==> config.mk <==
export PLATFORM = sky130hd
export DESIGN_NAME = lcvm_queue
export DESIGN_NICKNAME = d
export VERILOG_FILES = /design/src/hdl/lcvm_queue.sv
export SDC_FILE = /design/constraint.sdc
export NUM_CORES = 1
export LEC_CHECK = 0
export ABC_AREA = 0
export ABC_CLOCK_PERIOD_IN_PS = 3200
export BUFFER_PORTS_ARGS = -buffer_cell sky130_fd_sc_hd__buf_2
export CAP_MARGIN = 20
export CORE_MARGIN = 8
export CORE_UTILIZATION = 55
export CTS_BUF_LIST = sky130_fd_sc_hd__clkbuf_8
export DETAILED_ROUTE_END_ITERATION = 8
export GPL_TIMING_DRIVEN = 0
export PLACE_DENSITY = 0.77
export SKIP_CTS_REPAIR_TIMING = 1
export SLEW_MARGIN = 20
export SYNTH_ARGS = -nofsm -noshare
export SYNTH_HDL_FRONTEND = slang
export SYNTH_SLANG_ARGS = --single-unit
==> constraint.sdc <==
create_clock -name clk -period 3.2 [get_ports clk]
set_input_delay 0.64 -clock clk [delete_from_list [all_inputs] [get_ports clk]]
set_output_delay 0.64 -clock clk [all_outputs]
set_load 0.03 [all_outputs]
==> src/hdl/lcvm_queue.sv <==
// Small register queue between the clip front end and the mapping back end.
// Depends on nothing; width and depth come from the instance.
`timescale 1ns / 1ps
`default_nettype none

module lcvm_queue #(
	parameter int WIDTH = 8,
	parameter int DEPTH = 4
) (
	input  logic             clk,
	input  logic             arst_n,
	input  logic             push,
	input  logic [WIDTH-1:0] push_data,
	output logic             full,
	input  logic             pop,
	output logic [WIDTH-1:0] pop_data,
	output logic             empty
);

	localparam int PtrW = (DEPTH > 1) ? $clog2(DEPTH) : 1;
	localparam int CntW = $clog2(DEPTH + 1);

	logic [WIDTH-1:0] mem_q [DEPTH];
	logic [PtrW-1:0]  wr_q;
	logic [PtrW-1:0]  rd_q;
	logic [CntW-1:0]  cnt_q;

	assign full     = (cnt_q == CntW'(DEPTH));
	assign empty    = (cnt_q == '0);
	assign pop_data = mem_q[rd_q];

	always_ff @(posedge clk) begin
		if (push) begin
			mem_q[wr_q] <= push_data;
		end
	end

	always_ff @(posedge clk or negedge arst_n) begin
		if (!arst_n) begin
			wr_q  <= '0;
			rd_q  <= '0;
			cnt_q <= '0;
		end else begin
			if (push) begin
				wr_q <= (wr_q == PtrW'(DEPTH - 1)) ? '0 : wr_q + 1'b1;
			end
			if (pop) begin
				rd_q <= (rd_q == PtrW'(DEPTH - 1)) ? '0 : rd_q + 1'b1;
			end
			if (push && !pop) begin
				cnt_q <= cnt_q + 1'b1;
			end else if (pop && !push) begin
				cnt_q <= cnt_q - 1'b1;
			end
		end
	end

	a_no_overflow: assert property (@(posedge clk) disable iff (!arst_n) full |-> !push)
		else $error("queue written while full");
	a_no_underflow: assert property (@(posedge clk) disable iff (!arst_n) empty |-> !pop)
		else $error("queue read while empty");
	a_count_up: assert property (@(posedge clk) disable iff (!arst_n)
		(push && !pop) |=> (cnt_q == $past(cnt_q) + 1'b1))
		else $error("queue count lost a word");

endmodule

`default_nettype wire

==> flow_summary.yaml <==
synth:
  synth_fp_nets: 98
  synth_seq_cells: 39
  synth_cells: 79
  synth_mux_area_share_pct: 13.6
  synthSimpleGateAreaFrac_pct: 3.43
  synthAdderAreaFrac_pct: 6.06
  synth_top_family_by_area: "multiplexers"
  synth_compound_area_share_pct: 0.637
  yosys.cell_types.count: 18
  syn-cell-area_um2: 1570
  post_synth_xor_area_fraction_pct: 1.67
  ys.warnings.count: 0
  avgSynthCellArea_um2: 19.9
  synth_seq_area_share_pct: 72.4
sta:
  setup_viol: 0
  fin_skew_ns: 0.00578
  finalSetupTns_ns: 0
  tightest_slew_ns: 0.437
  hold_viol: 0
  post-route-period-util_pct: 69.3
  fmax_mhz: 451
  slew_violations: 0
  grt_setup_unrepaired: "false"
  finalCriticalPeriod_ns: 2.22
  slew_headroom_pct: 70.8
pwr:
  p_leak_uw: 0.000704
  powerDensity_nw_per_um2: 945
  switchingPower_uw: 567
  p_int_uw: 1160
  combinationalPowerShare_pct: 34.4
  pwr-share-clk_pct: 23.9
  irDropWorstVdd_uv: 842
  power_frac_seq_pct: 41.7
  p_sw_share_pct: 32.8
cells_and_area:
  syn2layout_area_growth_pct: 16.7
  final_cell_mix: "edfxtp_1 (32), buf_2 (22), mux4_2 (8)"
  diodes: 0
  drive_gt1_share_pct: 38.9
  final_nets: 126
  fillers: 184
  finalNonFillerCells: 139
  layout_commonest_cell: "edfxtp_1"
clock_tree:
  cts.sinks: 39
  htreeDepth: 2
  cts-buffers-inserted: 5
  cts_tree: "yes"
  cts_buffer_depth: 2
  clockRootBuffer: "clkbuf_8"
  clk_latency_ns: 0.29
  clkTransAtPathRegs_ns: 0.07
critical_path:
  critPathBufInv: 2
  crit_path_end_kind: "primary output"
  crit_chain: "buf_6 > mux4_2 > buf_2"
  regToRegStartpoint: "wr_q[0]"
  path_class: "register to primary output"
  r2r_cells: 3
  max_stage_delay_ns: 0.52
  critPathTopFamily: "multiplexers"
  cp_data_arrival_time_ns: 1.58
  r2r_slack_ns: 1.80
  reg2reg_to: "mem_q[0][1]"
  required_ns: 2.56
  cp_max_fo: 10
  crit_path_top_delay_cell: "mux4_2"
  startpoint_type: "register"
die:
  fp.dieW_um: 69.4
  die_area_um2: 4820
  start_util_pct: 57.4
  num_rows: 19
  core_area_um2: 2730
  io_pins: 22
  die_h_um: 69.4
grt:
  grt_overflow: 0
  gr-usage-all-layers_pct: 11.1
  grt_pass1_wl_um: 4140
  antenna_found_initial: 0
  grt_max_degree: 13
  grt_pass1_vias: 852
routing:
  drt_iter0_markers: 73
  avgViaCountPerCell: 5.44
  wl_per_cell_um: 17.5
  routed_wl_um: 2430
  drc: 0
  drt.antenna.violating_nets: 0
  firstDrtPassIters: 4
  num_vias: 756
status:
  status: "finished clean"
placement:
  port_buffers: 21
  post-place-cells: 131
  place_hpwl_um: 1730
  globalplace.congestion: 0.724
hold_path:
  hp-class: "input pin to async pin"
job:
  max_cap_violations: 0
## synth_stat cells, drive strengths merged
master | number | area (um^2)
o21ai | 2 | 10.0
nor3b | 1 | 7.51
xnor2 | 1 | 8.76
mux2 | 3 | 33.8
dfrtp | 7 | 175
nand3 | 1 | 5.00
and2 | 4 | 25.0
nor2 | 2 | 7.51
mux4 | 8 | 180
nor3 | 1 | 5.00
nand2 | 1 | 3.75
edfxtp | 32 | 961
ha | 6 | 75.1
fa | 1 | 20.0
inv | 5 | 18.8
xor2 | 2 | 17.5
buf | 2 | 16.3
## cell families (layout without fill, tap and decap cells)
logic type / after synthesis / after routing
flip-flops: 39 / 39
multiplexers: 11 / 11
AND/OR/NAND/NOR: 10 / 10
adder cells (fa/ha/maj): 7 / 7
buffers and inverters: 7 / 36
XOR/XNOR: 3 / 3
AO/OA/AOI/OAI: 2 / 2
## worst register-to-register path, stage by stage (launching register included)
cell and delay (ns):
dfrtp_1 0.40, inv_1 0.12, ha_1 0.15, and2_1 0.39
## metal layers
layer,share of wire [%],vias to the layer above,GRT usage (%),wire length (um)
li1,-,357,-,-
met1,40,375,11.5,965
met2,53,17,18.5,1280
met3,5.1,7,4.15,123
met4,2.4,0,6.83,58
met5,0,-,0,0
## stage by stage
| stage | worst slack (ns) | cell area [um^2] | hold slack (ns) | power (uW) | util (%) |
|---|---|---|---|---|---|
| 4_1_cts | 0.964 | 1830 | 0.173 | 1750 | 67.0 |
| 6_report | 0.984 | 1830 | 0.173 | 1730 | 67.0 |
| 5_1_grt | 0.909 | 1830 | 0.169 | 1830 | 67.0 |
| 2_1_floorplan | 1.40 | 1570 | 0.344 | 1190 | - |
| 3_3_place_gp | 1.32 | 1710 | 0.476 | 1320 | 62.7 |
| 3_5_place_dp | 1.23 | 1710 | 0.484 | 1340 | 62.7 |
## registers in the layout (all words and copies together) (netlist names)
signal and flops:
cnt_q 3, mem_q 32, rd_q 2, wr_q 2
## worst max path at each step
stage | start | end | slack, ns | cells past startpoint
2_1_floorplan | cnt_q[0] | full | 1.40 | 1
3_3_place_gp | rd_q[0] | pop_data[0] | 1.32 | 3
3_5_place_dp | pop | cnt_q[2] | 1.23 | 8
4_1_cts | rd_q[0] | pop_data[0] | 0.96 | 3
5_1_grt | rd_q[0] | pop_data[5] | 0.91 | 3
6_report | rd_q[0] | pop_data[0] | 0.98 | 3
## layout make-up
type / instances / area, um^2 / area share, %
Clock buffer: 6 / 82.6 / 4.51
Tap cell: 31 / 38.8 / 2.12
Inverter: 5 / 18.8 / 1.02
Buffer: 2 / 16.3 / 0.888
Multi-Input combinational cell: 33 / 399 / 21.8
Clock inverter: 2 / 35.0 / 1.91
Sequential cell: 39 / 1140 / 62.0
Timing Repair Buffer: 21 / 105 / 5.74
## power by group through the flow
stage | Combinational, uW | Sequential [uW] | Clock [uW]
final | 594 | 722 | 414
after CTS | 610 | 723 | 417
after global routing | 652 | 734 | 444
after floorplan | 466 | 719 | 0
after global placement | 595 | 724 | 0
after detailed placement | 611 | 733 | 0
Note: power is estimated with default switching activity, not from simulation.
